--- src/sv/ical_line_escape_fold_core_assert.svh ---
// ----------------------------------------------------------------------------
// Assertion macros for the content line escaper and folder
// Wrap concurrent checks clocked on clk and disabled while arst_n is low.
// ----------------------------------------------------------------------------
`ifndef ICAL_LINE_ESCAPE_FOLD_CORE_ASSERT_SVH
`define ICAL_LINE_ESCAPE_FOLD_CORE_ASSERT_SVH

// check cons in the same cycle as ante
`define LEF_ASSERT_NOW(lbl, ante, cons, msg) \
	lbl: assert property (@(posedge clk) disable iff (!arst_n) (ante) |-> (cons)) \
		else $error(msg);

// check cons in the cycle after ante
`define LEF_ASSERT_NEXT(lbl, ante, cons, msg) \
	lbl: assert property (@(posedge clk) disable iff (!arst_n) (ante) |=> (cons)) \
		else $error(msg);

`endif

--- src/sv/lef_pkg.sv ---
// ----------------------------------------------------------------------------
// lef_pkg
// Shared codes, characters and command types of the line escaper and folder.
// ----------------------------------------------------------------------------
`default_nettype none

package lef_pkg;

	localparam logic [7:0] LIMIT_RESET = 8'd74;

	localparam logic [7:0] CH_CR    = 8'h0D;
	localparam logic [7:0] CH_LF    = 8'h0A;
	localparam logic [7:0] CH_SP    = 8'h20;
	localparam logic [7:0] CH_BSL   = 8'h5C;
	localparam logic [7:0] CH_COMMA = 8'h2C;
	localparam logic [7:0] CH_SEMI  = 8'h3B;
	localparam logic [7:0] CH_N     = 8'h6E;

	// one item expands to at most four back end operations
	localparam int OPS_MAX  = 4;
	localparam int OP_IDX_W = 2;

	typedef enum logic [2:0] {
		OP_NONE        = 3'd0,
		OP_PUT         = 3'd1,  // fold check for one octet, then send the byte
		OP_FLUSH       = 3'd2,  // fold check for the pending character, send it
		OP_FLUSH_STORE = 3'd3,  // as flush, then open a new character
		OP_STORE       = 3'd4,  // open a new character, nothing pending
		OP_APPEND      = 3'd5,  // add a continuation byte
		OP_CRLF        = 3'd6   // end of line
	} op_code_t;

	typedef struct packed {
		op_code_t   code;
		logic [7:0] data;
	} op_t;

	typedef struct packed {
		op_t [OPS_MAX-1:0]     ops;
		logic [OP_IDX_W-1:0]   last_op;
	} cmd_t;

	typedef struct packed {
		logic empty;
		logic full;
	} q_status_t;

endpackage

`default_nettype wire

--- src/sv/lef_front.sv ---
// ----------------------------------------------------------------------------
// lef_front
// Accepts input items, expands escapes and turns each item that leaves work into a command.
// ----------------------------------------------------------------------------
`default_nettype none

module lef_front import lef_pkg::*; #(
	parameter int CHAR_BYTES_MAX = 4
) (
	input  wire logic       clk,
	input  wire logic       arst_n,
	input  wire logic       in_valid,
	output logic            in_ready,
	input  wire logic [7:0] text_byte,
	input  wire logic       literal,
	input  wire logic       end_of_line,
	input  q_status_t       q_stat,
	output logic            push,
	output cmd_t            cmd
);

	localparam int LEN_W = $clog2(CHAR_BYTES_MAX + 1);

	// length of the pending character as the back end will see it
	logic [LEN_W-1:0] slen_q;
	logic [LEN_W-1:0] slen_d;
	logic [1:0]       n_takes;
	logic [7:0]       t0;
	logic [7:0]       t1;
	logic [2:0]       n_ops;
	logic             cont0;
	logic             accept;

	always_comb begin
		n_takes = 2'd1;
		t0      = text_byte;
		t1      = text_byte;
		if (!literal) begin
			unique case (text_byte) inside
				CH_BSL, CH_COMMA, CH_SEMI: begin
					n_takes = 2'd2;
					t0      = CH_BSL;
				end
				CH_LF: begin
					n_takes = 2'd2;
					t0      = CH_BSL;
					t1      = CH_N;
				end
				CH_CR: n_takes = 2'd0;
				default: n_takes = 2'd1;
			endcase
		end
	end

	assign cont0 = (t0[7:6] == 2'b10) && (slen_q != '0) &&
		(slen_q < LEN_W'(CHAR_BYTES_MAX));

	always_comb begin
		cmd    = '0;
		n_ops  = 3'd0;
		slen_d = slen_q;
		if (n_takes != 2'd0) begin
			if (!t0[7]) begin
				if (slen_q != '0) begin
					cmd.ops[n_ops[OP_IDX_W-1:0]] = '{code: OP_FLUSH, data: 8'h00};
					n_ops = n_ops + 3'd1;
				end
				cmd.ops[n_ops[OP_IDX_W-1:0]] = '{code: OP_PUT, data: t0};
				n_ops  = n_ops + 3'd1;
				slen_d = '0;
			end else if (cont0) begin
				cmd.ops[n_ops[OP_IDX_W-1:0]] = '{code: OP_APPEND, data: t0};
				n_ops  = n_ops + 3'd1;
				slen_d = slen_q + LEN_W'(1);
			end else begin
				cmd.ops[n_ops[OP_IDX_W-1:0]] =
					'{code: (slen_q != '0) ? OP_FLUSH_STORE : OP_STORE, data: t0};
				n_ops  = n_ops + 3'd1;
				slen_d = LEN_W'(1);
			end
		end
		// second take of an escape pair is always plain ASCII
		if (n_takes == 2'd2) begin
			cmd.ops[n_ops[OP_IDX_W-1:0]] = '{code: OP_PUT, data: t1};
			n_ops = n_ops + 3'd1;
		end
		if (end_of_line) begin
			if (slen_d != '0) begin
				cmd.ops[n_ops[OP_IDX_W-1:0]] = '{code: OP_FLUSH, data: 8'h00};
				n_ops = n_ops + 3'd1;
			end
			cmd.ops[n_ops[OP_IDX_W-1:0]] = '{code: OP_CRLF, data: 8'h00};
			n_ops  = n_ops + 3'd1;
			slen_d = '0;
		end
		cmd.last_op = n_ops[OP_IDX_W-1:0] - OP_IDX_W'(1);
	end

	assign in_ready = !q_stat.full;
	assign accept   = in_valid && in_ready;
	// drop items that leave nothing to do
	assign push     = accept && (n_ops != 3'd0);

	always_ff @(posedge clk or negedge arst_n) begin
		if (!arst_n) begin
			slen_q <= '0;
		end else if (accept) begin
			slen_q <= slen_d;
		end
	end

endmodule

`default_nettype wire

--- src/sv/lef_cmd_fifo.sv ---
// ----------------------------------------------------------------------------
// lef_cmd_fifo
// Short command queue between the front and the back end.
// ----------------------------------------------------------------------------
`default_nettype none

module lef_cmd_fifo import lef_pkg::*; #(
	parameter int DEPTH = 4
) (
	input  wire logic clk,
	input  wire logic arst_n,
	input  wire logic push,
	input  cmd_t      wr_cmd,
	input  wire logic pop,
	output cmd_t      rd_cmd,
	output q_status_t q_stat
);

	localparam int PTR_W = $clog2(DEPTH);
	localparam int CNT_W = $clog2(DEPTH + 1);

	cmd_t             mem_q [DEPTH];
	logic [PTR_W-1:0] wr_ptr_q;
	logic [PTR_W-1:0] rd_ptr_q;
	logic [CNT_W-1:0] count_q;

	assign rd_cmd       = mem_q[rd_ptr_q];
	assign q_stat.empty = (count_q == '0);
	assign q_stat.full  = (count_q == CNT_W'(DEPTH));

	always_ff @(posedge clk) begin
		if (push) begin
			mem_q[wr_ptr_q] <= wr_cmd;
		end
	end

	always_ff @(posedge clk or negedge arst_n) begin
		if (!arst_n) begin
			wr_ptr_q <= '0;
			rd_ptr_q <= '0;
			count_q  <= '0;
		end else begin
			if (push) begin
				wr_ptr_q <= (wr_ptr_q == PTR_W'(DEPTH - 1)) ? '0 : wr_ptr_q + PTR_W'(1);
			end
			if (pop) begin
				rd_ptr_q <= (rd_ptr_q == PTR_W'(DEPTH - 1)) ? '0 : rd_ptr_q + PTR_W'(1);
			end
			if (push && !pop) begin
				count_q <= count_q + CNT_W'(1);
			end else if (pop && !push) begin
				count_q <= count_q - CNT_W'(1);
			end
		end
	end

endmodule

`default_nettype wire

--- src/sv/lef_back.sv ---
// ----------------------------------------------------------------------------
// lef_back
// Runs commands: character buffer, line octet count, folding, output register.
// ----------------------------------------------------------------------------
`default_nettype none

module lef_back import lef_pkg::*; #(
	parameter int CHAR_BYTES_MAX = 4
) (
	input  wire logic       clk,
	input  wire logic       arst_n,
	input  wire logic [7:0] limit,
	input  cmd_t            cmd,
	input  q_status_t       q_stat,
	output logic            pop,
	output logic            out_valid,
	input  wire logic       out_ready,
	output logic [7:0]      out_byte,
	output logic            last_of_run
);

	localparam int LEN_W = $clog2(CHAR_BYTES_MAX + 1);
	localparam int IDX_W = $clog2(CHAR_BYTES_MAX);
	localparam int CAP   = CHAR_BYTES_MAX + 7;
	localparam int CNT_W = $clog2(CAP + 1);

	typedef enum logic [3:0] {
		PH_CHECK = 4'b0001,
		PH_LF    = 4'b0010,
		PH_SP    = 4'b0100,
		PH_BODY  = 4'b1000
	} phase_t;

	phase_t              phase_q;
	phase_t              phase_d;
	logic [OP_IDX_W-1:0] op_q;
	logic [IDX_W-1:0]    fi_q;
	logic [IDX_W-1:0]    fi_d;
	logic [LEN_W-1:0]    len_q;
	logic [LEN_W-1:0]    len_d;
	logic [7:0]          octets_q;
	logic [7:0]          octets_d;
	logic [CNT_W-1:0]    cnt_q;
	logic [7:0]          buf_q [CHAR_BYTES_MAX];
	logic                buf_we;
	logic [IDX_W-1:0]    buf_addr;

	op_t              cur_op;
	logic             op_final;
	logic [LEN_W-1:0] fold_len;
	logic [8:0]       fold_sum;
	logic             fold_hit;
	logic             body_now;
	logic             emit;
	logic [7:0]       emit_byte;
	logic             op_done;
	logic             capped;
	logic             emit_real;
	logic             out_ok;
	logic             go;
	logic             flush_end;

	function automatic logic [7:0] sat_add(logic [7:0] a, logic [LEN_W-1:0] b);
		logic [8:0] s;
		s = {1'b0, a} + 9'(b);
		return s[8] ? 8'hFF : s[7:0];
	endfunction

	assign cur_op    = cmd.ops[op_q];
	assign op_final  = (op_q == cmd.last_op);
	assign fold_len  = (cur_op.code == OP_PUT) ? LEN_W'(1) : len_q;
	assign fold_sum  = {1'b0, octets_q} + 9'(fold_len);
	assign fold_hit  = (fold_sum > {1'b0, limit}) && (octets_q > 8'd1);
	assign flush_end = (LEN_W'(fi_q) + LEN_W'(1) == len_q);

	always_comb begin
		phase_d   = phase_q;
		fi_d      = fi_q;
		len_d     = len_q;
		octets_d  = octets_q;
		buf_we    = 1'b0;
		buf_addr  = '0;
		body_now  = 1'b0;
		emit      = 1'b0;
		emit_byte = '0;
		op_done   = 1'b0;
		unique case (phase_q)
			PH_CHECK: begin
				unique case (cur_op.code) inside
					OP_PUT, OP_FLUSH, OP_FLUSH_STORE: begin
						if (fold_hit) begin
							emit      = 1'b1;
							emit_byte = CH_CR;
							phase_d   = PH_LF;
						end else begin
							body_now = 1'b1;
						end
					end
					OP_CRLF: begin
						emit      = 1'b1;
						emit_byte = CH_CR;
						phase_d   = PH_LF;
					end
					OP_STORE: begin
						buf_we   = 1'b1;
						buf_addr = '0;
						len_d    = LEN_W'(1);
						op_done  = 1'b1;
					end
					OP_APPEND: begin
						buf_we   = 1'b1;
						buf_addr = len_q[IDX_W-1:0];
						len_d    = len_q + LEN_W'(1);
						op_done  = 1'b1;
					end
					default: op_done = 1'b1;
				endcase
			end
			PH_LF: begin
				emit      = 1'b1;
				emit_byte = CH_LF;
				if (cur_op.code == OP_CRLF) begin
					octets_d = '0;
					op_done  = 1'b1;
				end else begin
					phase_d = PH_SP;
				end
			end
			PH_SP: begin
				emit      = 1'b1;
				emit_byte = CH_SP;
				octets_d  = 8'd1;
				phase_d   = PH_BODY;
			end
			PH_BODY: body_now = 1'b1;
			default: phase_d = PH_CHECK;
		endcase

		if (body_now) begin
			emit = 1'b1;
			if (cur_op.code == OP_PUT) begin
				emit_byte = cur_op.data;
				octets_d  = sat_add(octets_q, LEN_W'(1));
				op_done   = 1'b1;
			end else begin
				emit_byte = buf_q[fi_q];
				if (flush_end) begin
					octets_d = sat_add(octets_q, len_q);
					fi_d     = '0;
					op_done  = 1'b1;
					// open the next character in the cycle its predecessor leaves
					if (cur_op.code == OP_FLUSH_STORE) begin
						buf_we   = 1'b1;
						buf_addr = '0;
						len_d    = LEN_W'(1);
					end else begin
						len_d = '0;
					end
				end else begin
					fi_d    = fi_q + IDX_W'(1);
					phase_d = PH_BODY;
				end
			end
		end

		if (op_done) begin
			phase_d = PH_CHECK;
		end
	end

	// octets past the per-item cap are dropped, state still advances
	assign capped    = (cnt_q == CNT_W'(CAP));
	assign emit_real = emit && !capped;
	assign out_ok    = !out_valid || out_ready;
	assign go        = !q_stat.empty && (!emit_real || out_ok);
	assign pop       = go && op_done && op_final;

	always_ff @(posedge clk) begin
		if (go && buf_we) begin
			buf_q[buf_addr] <= cur_op.data;
		end
	end

	always_ff @(posedge clk) begin
		if (go && emit_real) begin
			out_byte    <= emit_byte;
			last_of_run <= (op_done && op_final) || (cnt_q == CNT_W'(CAP - 1));
		end
	end

	always_ff @(posedge clk or negedge arst_n) begin
		if (!arst_n) begin
			phase_q   <= PH_CHECK;
			op_q      <= '0;
			fi_q      <= '0;
			len_q     <= '0;
			octets_q  <= '0;
			cnt_q     <= '0;
			out_valid <= 1'b0;
		end else begin
			if (go) begin
				phase_q  <= phase_d;
				fi_q     <= fi_d;
				len_q    <= len_d;
				octets_q <= octets_d;
				if (op_done) begin
					op_q <= op_final ? '0 : op_q + OP_IDX_W'(1);
				end
				if (op_done && op_final) begin
					cnt_q <= '0;
				end else if (emit_real) begin
					cnt_q <= cnt_q + CNT_W'(1);
				end
			end
			if (go && emit_real) begin
				out_valid <= 1'b1;
			end else if (out_ready) begin
				out_valid <= 1'b0;
			end
		end
	end

endmodule

`default_nettype wire

--- src/sv/ical_line_escape_fold_core.sv ---
// ----------------------------------------------------------------------------
// ical_line_escape_fold_core
// Escapes and folds one content line at a time, UTF-8 characters kept whole.
// ----------------------------------------------------------------------------
//  channel  | signals                                  | handshake
//  ---------+------------------------------------------+----------------------
//  input    | text_byte, literal, end_of_line          | in_valid / in_ready
//  output   | out_byte, last_of_run                    | out_valid / out_ready
//  config   | cfg_data (octet limit)                   | cfg_write, no wait
//
// One output octet per cycle at most.
// An item produces octets for escape pairs, fold CR LF SP, character flush
// and closing CR LF; a lead byte with nothing pending or a continuation
// byte is stored in the character buffer without producing an octet.
// The front accepts while the CMD_DEPTH entry command queue has room.
// Reset clears the queue, the pending character and the line octet count.
// ----------------------------------------------------------------------------
`default_nettype none

module ical_line_escape_fold_core import lef_pkg::*; #(
	parameter int CHAR_BYTES_MAX = 4,
	parameter int CMD_DEPTH      = 4
) (
	input  wire logic       clk,
	input  wire logic       arst_n,
	input  wire logic       cfg_write,
	input  wire logic [7:0] cfg_data,
	input  wire logic       in_valid,
	output logic            in_ready,
	input  wire logic [7:0] text_byte,
	input  wire logic       literal,
	input  wire logic       end_of_line,
	output logic            out_valid,
	input  wire logic       out_ready,
	output logic [7:0]      out_byte,
	output logic            last_of_run
);

	`include "ical_line_escape_fold_core_assert.svh"

	logic [7:0] limit_q;
	logic       push;
	logic       pop;
	cmd_t       wr_cmd;
	cmd_t       rd_cmd;
	q_status_t  q_stat;

	always_ff @(posedge clk or negedge arst_n) begin
		if (!arst_n) begin
			limit_q <= LIMIT_RESET;
		end else if (cfg_write) begin
			limit_q <= cfg_data;
		end
	end

	lef_front #(
		.CHAR_BYTES_MAX(CHAR_BYTES_MAX)
	) u_front (
		.clk        (clk),
		.arst_n     (arst_n),
		.in_valid   (in_valid),
		.in_ready   (in_ready),
		.text_byte  (text_byte),
		.literal    (literal),
		.end_of_line(end_of_line),
		.q_stat     (q_stat),
		.push       (push),
		.cmd        (wr_cmd)
	);

	lef_cmd_fifo #(
		.DEPTH(CMD_DEPTH)
	) u_cmd_fifo (
		.clk   (clk),
		.arst_n(arst_n),
		.push  (push),
		.wr_cmd(wr_cmd),
		.pop   (pop),
		.rd_cmd(rd_cmd),
		.q_stat(q_stat)
	);

	lef_back #(
		.CHAR_BYTES_MAX(CHAR_BYTES_MAX)
	) u_back (
		.clk        (clk),
		.arst_n     (arst_n),
		.limit      (limit_q),
		.cmd        (rd_cmd),
		.q_stat     (q_stat),
		.pop        (pop),
		.out_valid  (out_valid),
		.out_ready  (out_ready),
		.out_byte   (out_byte),
		.last_of_run(last_of_run)
	);

	`LEF_ASSERT_NOW(a_no_push_when_full, q_stat.full, !push, "command pushed into full queue")
	`LEF_ASSERT_NOW(a_no_pop_when_empty, q_stat.empty, !pop, "command popped from empty queue")
	`LEF_ASSERT_NOW(a_bare_cr_dropped, in_valid && in_ready && !literal && text_byte == CH_CR && !end_of_line, !push, "escaped CR produced a command")
	`LEF_ASSERT_NEXT(a_pop_advances, pop && !push, !q_stat.full, "queue still full after a pop")

endmodule

`default_nettype wire
--- config.mk ---
export PLATFORM = sky130hd
export DESIGN_NAME = ical_line_escape_fold_core
export DESIGN_NICKNAME = d
export VERILOG_FILES = /design/src/sv/lef_pkg.sv /design/src/sv/lef_front.sv /design/src/sv/lef_cmd_fifo.sv /design/src/sv/lef_back.sv /design/src/sv/ical_line_escape_fold_core.sv
export VERILOG_INCLUDE_DIRS = /design/src /design/src/sv
export SDC_FILE = /design/constraint.sdc
export NUM_CORES = 1
export LEC_CHECK = 0
export ABC_AREA = 1
export BUFFER_PORTS_ARGS = -buffer_cell sky130_fd_sc_hd__buf_2
export CORE_UTILIZATION = 45
export DETAILED_ROUTE_END_ITERATION = 8
export GPL_TIMING_DRIVEN = 0
export HOLD_SLACK_MARGIN = 0.03
export MAX_ROUTING_LAYER = met4
export SLEW_MARGIN = 15
export SYNTH_ARGS = -nofsm -noshare
export SYNTH_HDL_FRONTEND = slang
export SYNTH_SLANG_ARGS = --single-unit
export TNS_END_PERCENT = 100
--- constraint.sdc ---
create_clock -name clk -period 10.85 [get_ports clk]
set_clock_uncertainty 0.2 [all_clocks]
set_input_delay 1.085 -clock clk [delete_from_list [all_inputs] [get_ports clk]]
set_output_delay 1.085 -clock clk [all_outputs]
set_load 0.02 [all_outputs]
==> reports/results.md <==
| Quantity | Value |
|---|---|
| Iteration count of the initial detailed-routing pass | 5 |
| Terminating pin of the worst hold path | limit_q[6] |
| Global-route wire length before repair | 47.3 mm |
| Count of port buffers added during placement | 32 |
| Setup crit start kind | flop |
| Die Width | 171 um |
| Number of flip-flops and latches in the synthesized netlist | 267 |
| # Max-Cap Violations | 0 |
| DR iter-0 viols | 802 |
| CP Max Fanout | 10 |
| Count of inserted antenna diode cells | 0 |
| Share of the cycle needed by the critical path after routing | 55.5% |
| Non-Filler Instances | 1777 |
| Synthesized area per cell | 10.1 sq um |
| Highest clock rate | 166 MHz |
| Clock root cell | sky130_fd_sc_hd__clkbuf_16 |
| Required time of the critical path | 10.81 ns |
| CTS buffer count | 29 |
| Clock latency of the later-clocked register in the worst-skew pair | 0.54 ns |
| Clock tree from TritonCTS | yes |
| Share of the synthesized area in the top cell type | 52.8% |
| Post-route total power | 4110 uW |
| Detailed-route via count | 9138 |
| Height of the chip | 171 um |
| Cell depth of the worst min-delay path | 2 |
| Placed Instances | 1724 |
| CP most frequent cell | sky130_fd_sc_hd__nand2_1 |
| Setup CP Type | flop to flop |
| Estimated wirelength of the detail-placed design | 20.5 mm |
| Most used standard cell by instance count after synthesis | sky130_fd_sc_hd__nand2_1 |
| Buffers inserted by post-CTS timing repair | 0 |
| Clk sinks | 267 |
| Final setup violation count | 0 |
| Static Leakage | 0.00615 uW |
| Post-route ant nets | 0 |
| Internal reg-to-reg setup slack | 4.83 ns |
| Reg2reg start | u_back.op_q[0] |
| Wirelength per Cell | 16.6 um |
| Yosys cell types | 47 |
| Start point of the worst hold path | limit_q[6] |
| Pin count of the biggest net entering global routing | 43 |
| Primary FF master, synth | sky130_fd_sc_hd__edfxtp_1 |
| Number of ports placed on the die boundary | 34 |
| Die footprint | 29100 sq um |
| H-Tree Level Count | 1 |
| Final core utilization | 53.0% |
| Area grow syn2layout | 15.3% |
| Final total negative setup slack | 0 ns |
| Yosys warning total | 0 |
| Residual overflow from global routing | 0 |
| All-layer global routing usage | 21.7% |
| Largest buffer count on any clock path | 3 |
| Number of antenna violations at the first check in global routing | 0 |
| Run status | finished clean |
| Number of hold violations in the final report | 0 |
| Starting Density | 45.9% |
| Async set or reset register ratio after synthesis | 15.7% |
| Cell accounting for the most synthesized area | sky130_fd_sc_hd__edfxtp_1 |
| Max-slew violation total from the final report | 0 |
| # nets final | 1441 |
| Peak ir drop on the vdd network | 0.000118 V |
| Maximum single-stage delay on the critical path | 0.82 ns |
| Remaining design rule violation count | 0 |
| Layout cell share with drive strength beyond 1 | 10.7% |
| Setup WS pre-CTS | 4.77 ns |
| Capturing element type of the critical path | flop |
| Largest cells by area after synthesis | sky130_fd_sc_hd__edfxtp_1 (53%), sky130_fd_sc_hd__dfrtp_1 (7.4%), sky130_fd_sc_hd__nand2_1 (7.2%), sky130_fd_sc_hd__nor2_1 (4.3%), sky130_fd_sc_hd__o21ai_0 (4.3%) |
| Wire length reported by the detailed router | 29.6 mm |
| Slew of the pin with the lowest slew margin | 1.06 ns |
| Sequential-to-total area share from yosys stat | 61.0% |
| Vias in the first global route | 8649 |
| WP data arrival | 5.97 ns |
| Final Worst Setup Slack | 4.83 ns |
| Number of flops mapped to enable cells by yosys | 225 |
| Mean number of vias per cell | 5.14 |
| Terminus of the critical flop-to-flop path | u_back.buf_q[1][4] |
| Leading post-synthesis cells by instance count | sky130_fd_sc_hd__nand2_1 (246), sky130_fd_sc_hd__edfxtp_1 (225), sky130_fd_sc_hd__nor2_1 (148) |
| HP Class | flop to flop |
| Fin crit period | 6.02 ns |
| Post-CTS sizing | 0 |
| Post-synth design cell area | 12800 sq um |
| Slew margin rel. | 28.6% |
| CTS clk-pin slew, worst paths | 0.06 ns |
| Floorplan core area | 27900 sq um |
| RePlAce Congestion | 0.896 |
| CP max stage cell | sky130_fd_sc_hd__nor3_1 |
| Total number of placement rows | 61 |
| Gate count after technology mapping | 1266 |
| Setup repair after global routing missed its margin | false |
| Cell Pwr Density | 278 nW/um^2 |
| Count of hold-fix buffers inserted at cts | 0 |
| Length in cells of the worst reg-to-reg path | 30 |
[placed cells by master (no fill, tap or decap), types with 4 or more instances in the layout]
cell type | Yosys | routed
sky130_fd_sc_hd__o221ai_1 | 21 | 21
sky130_fd_sc_hd__o21ai_1 | 13 | 13
sky130_fd_sc_hd__nand2_2 | 9 | 9
sky130_fd_sc_hd__a21oi_1 | 20 | 20
sky130_fd_sc_hd__clkbuf_1 | 34 | 42
sky130_fd_sc_hd__clkbuf_16 | 0 | 29
sky130_fd_sc_hd__nand3_1 | 64 | 64
sky130_fd_sc_hd__xor2_1 | 11 | 11
sky130_fd_sc_hd__xnor2_1 | 5 | 5
sky130_fd_sc_hd__buf_4 | 3 | 4
sky130_fd_sc_hd__a22oi_1 | 4 | 4
sky130_fd_sc_hd__nand2_1 | 246 | 246
sky130_fd_sc_hd__conb_1 | 1 | 41
sky130_fd_sc_hd__inv_1 | 139 | 139
sky130_fd_sc_hd__dfstp_2 | 4 | 4
sky130_fd_sc_hd__nor3_1 | 17 | 16
sky130_fd_sc_hd__buf_16 | 0 | 5
sky130_fd_sc_hd__nand4_1 | 8 | 8
sky130_fd_sc_hd__o22ai_1 | 28 | 28
sky130_fd_sc_hd__nor2_4 | 1 | 5
sky130_fd_sc_hd__nor2_1 | 148 | 144
sky130_fd_sc_hd__o21ai_0 | 109 | 109
sky130_fd_sc_hd__buf_2 | 11 | 42
sky130_fd_sc_hd__dfrtp_1 | 38 | 38
sky130_fd_sc_hd__ha_1 | 38 | 38
sky130_fd_sc_hd__clkinv_2 | 0 | 4
sky130_fd_sc_hd__nand3_2 | 5 | 5
sky130_fd_sc_hd__clkinv_1 | 0 | 5
sky130_fd_sc_hd__bufinv_16 | 0 | 4
sky130_fd_sc_hd__edfxtp_1 | 225 | 225
sky130_fd_sc_hd__o211ai_1 | 13 | 13
sky130_fd_sc_hd__inv_2 | 14 | 14
sky130_fd_sc_hd__or2_2 | 5 | 5
[power breakdown]
group | leakage (uW) | switching, uW | internal, uW
Combinational | 0.00304 | 1150 | 503
Clock | 0.000456 | 388 | 586
Sequential | 0.00265 | 79.3 | 1400
[metrics by stage]
stage / hold slack [ns] / area (sq um)
4_1_cts: 0.297 / 14800
6_report: 0.292 / 14800
5_1_grt: 0.317 / 14800
3_5_place_dp: 0.287 / 13800
3_3_place_gp: 0.281 / 13600
2_1_floorplan: 0.265 / 12900
[cells by family (layout without fill, tap and decap cells)]
logic type,count (synthesis),count (layout),share of synthesized area (%)
XOR/XNOR,16,16,1.09
buffers and inverters,204,297,6.31
AO/OA/AOI/OAI,220,220,10.1
adder cells (fa/ha/maj),41,41,4.18
other,1,41,0.0293
flip-flops,267,267,61.0
multiplexers,1,1,0.0880
AND/OR/NAND/NOR,516,516,17.1
[registers in the layout, indices dropped and copies added, names as in the netlist]
name and cells:
u_back.len_q 3, u_back.out_valid 1, u_back.last_of_run 1, u_front.slen_q 3, u_back.fi_q 2, u_back.octets_q 8, u_back.buf_q 32, u_cmd_fifo.wr_ptr_q 2
u_cmd_fifo.mem_q 184, limit_q 8, u_back.op_q 2, u_back.cnt_q 4, u_back.phase_q 4, u_back.out_byte 8, u_cmd_fifo.rd_ptr_q 2, u_cmd_fifo.count_q 3
[cell type report]
type                            count  area, sq um
Sequential cell                   267         7810
Tap cell                          378          473
Fill cell                        2488        13100
Buffer                             50          228
Clock buffer                       37          756
Inverter                          154          581
Multi-Input combinational cell    835         4360
Clock inverter                     16          184
Timing Repair Buffer               40          360
[routing by layer]
metal | GRT usage [%] | vias to the layer above | wire [um]
met3 | 2.66 | 39 | 1490
met4 | 4.62 | 0 | 449
li1 | - | 4516 | -
met1 | 29.9 | 4363 | 13700
met5 | - | - | 0
met2 | 34.5 | 220 | 13900
[worst max-delay path: cells and delay by family, from the launching register on]
family                     cells  cell delay [ns]
adders and majority gates      3             0.69
and+or+nand+nor               20             2.96
xor gates and xnor gates       1             0.19
AOI/OAI and AO/OA              1             0.39
DFF                            1             0.47
buffers and inverters          5             0.74
[worst max-delay path by stage]
| stage | startpoint | to | slack (ns) |
|---|---|---|---|
| 4_1_cts | u_back.op_q[0] | u_back.buf_q[1][5] | 4.75 |
| 2_1_floorplan | text_byte[5] | u_cmd_fifo.mem_q[0][0] | 4.92 |
| 3_3_place_gp | text_byte[4] | u_cmd_fifo.mem_q[2][37] | 2.66 |
| 3_5_place_dp | u_back.op_q[0] | u_back.buf_q[1][6] | 4.77 |
| 6_report | u_back.op_q[0] | u_back.buf_q[1][4] | 4.83 |
| 5_1_grt | u_back.op_q[0] | u_back.buf_q[1][5] | 4.22 |
Note: power is estimated with default switching activity, not from simulation.
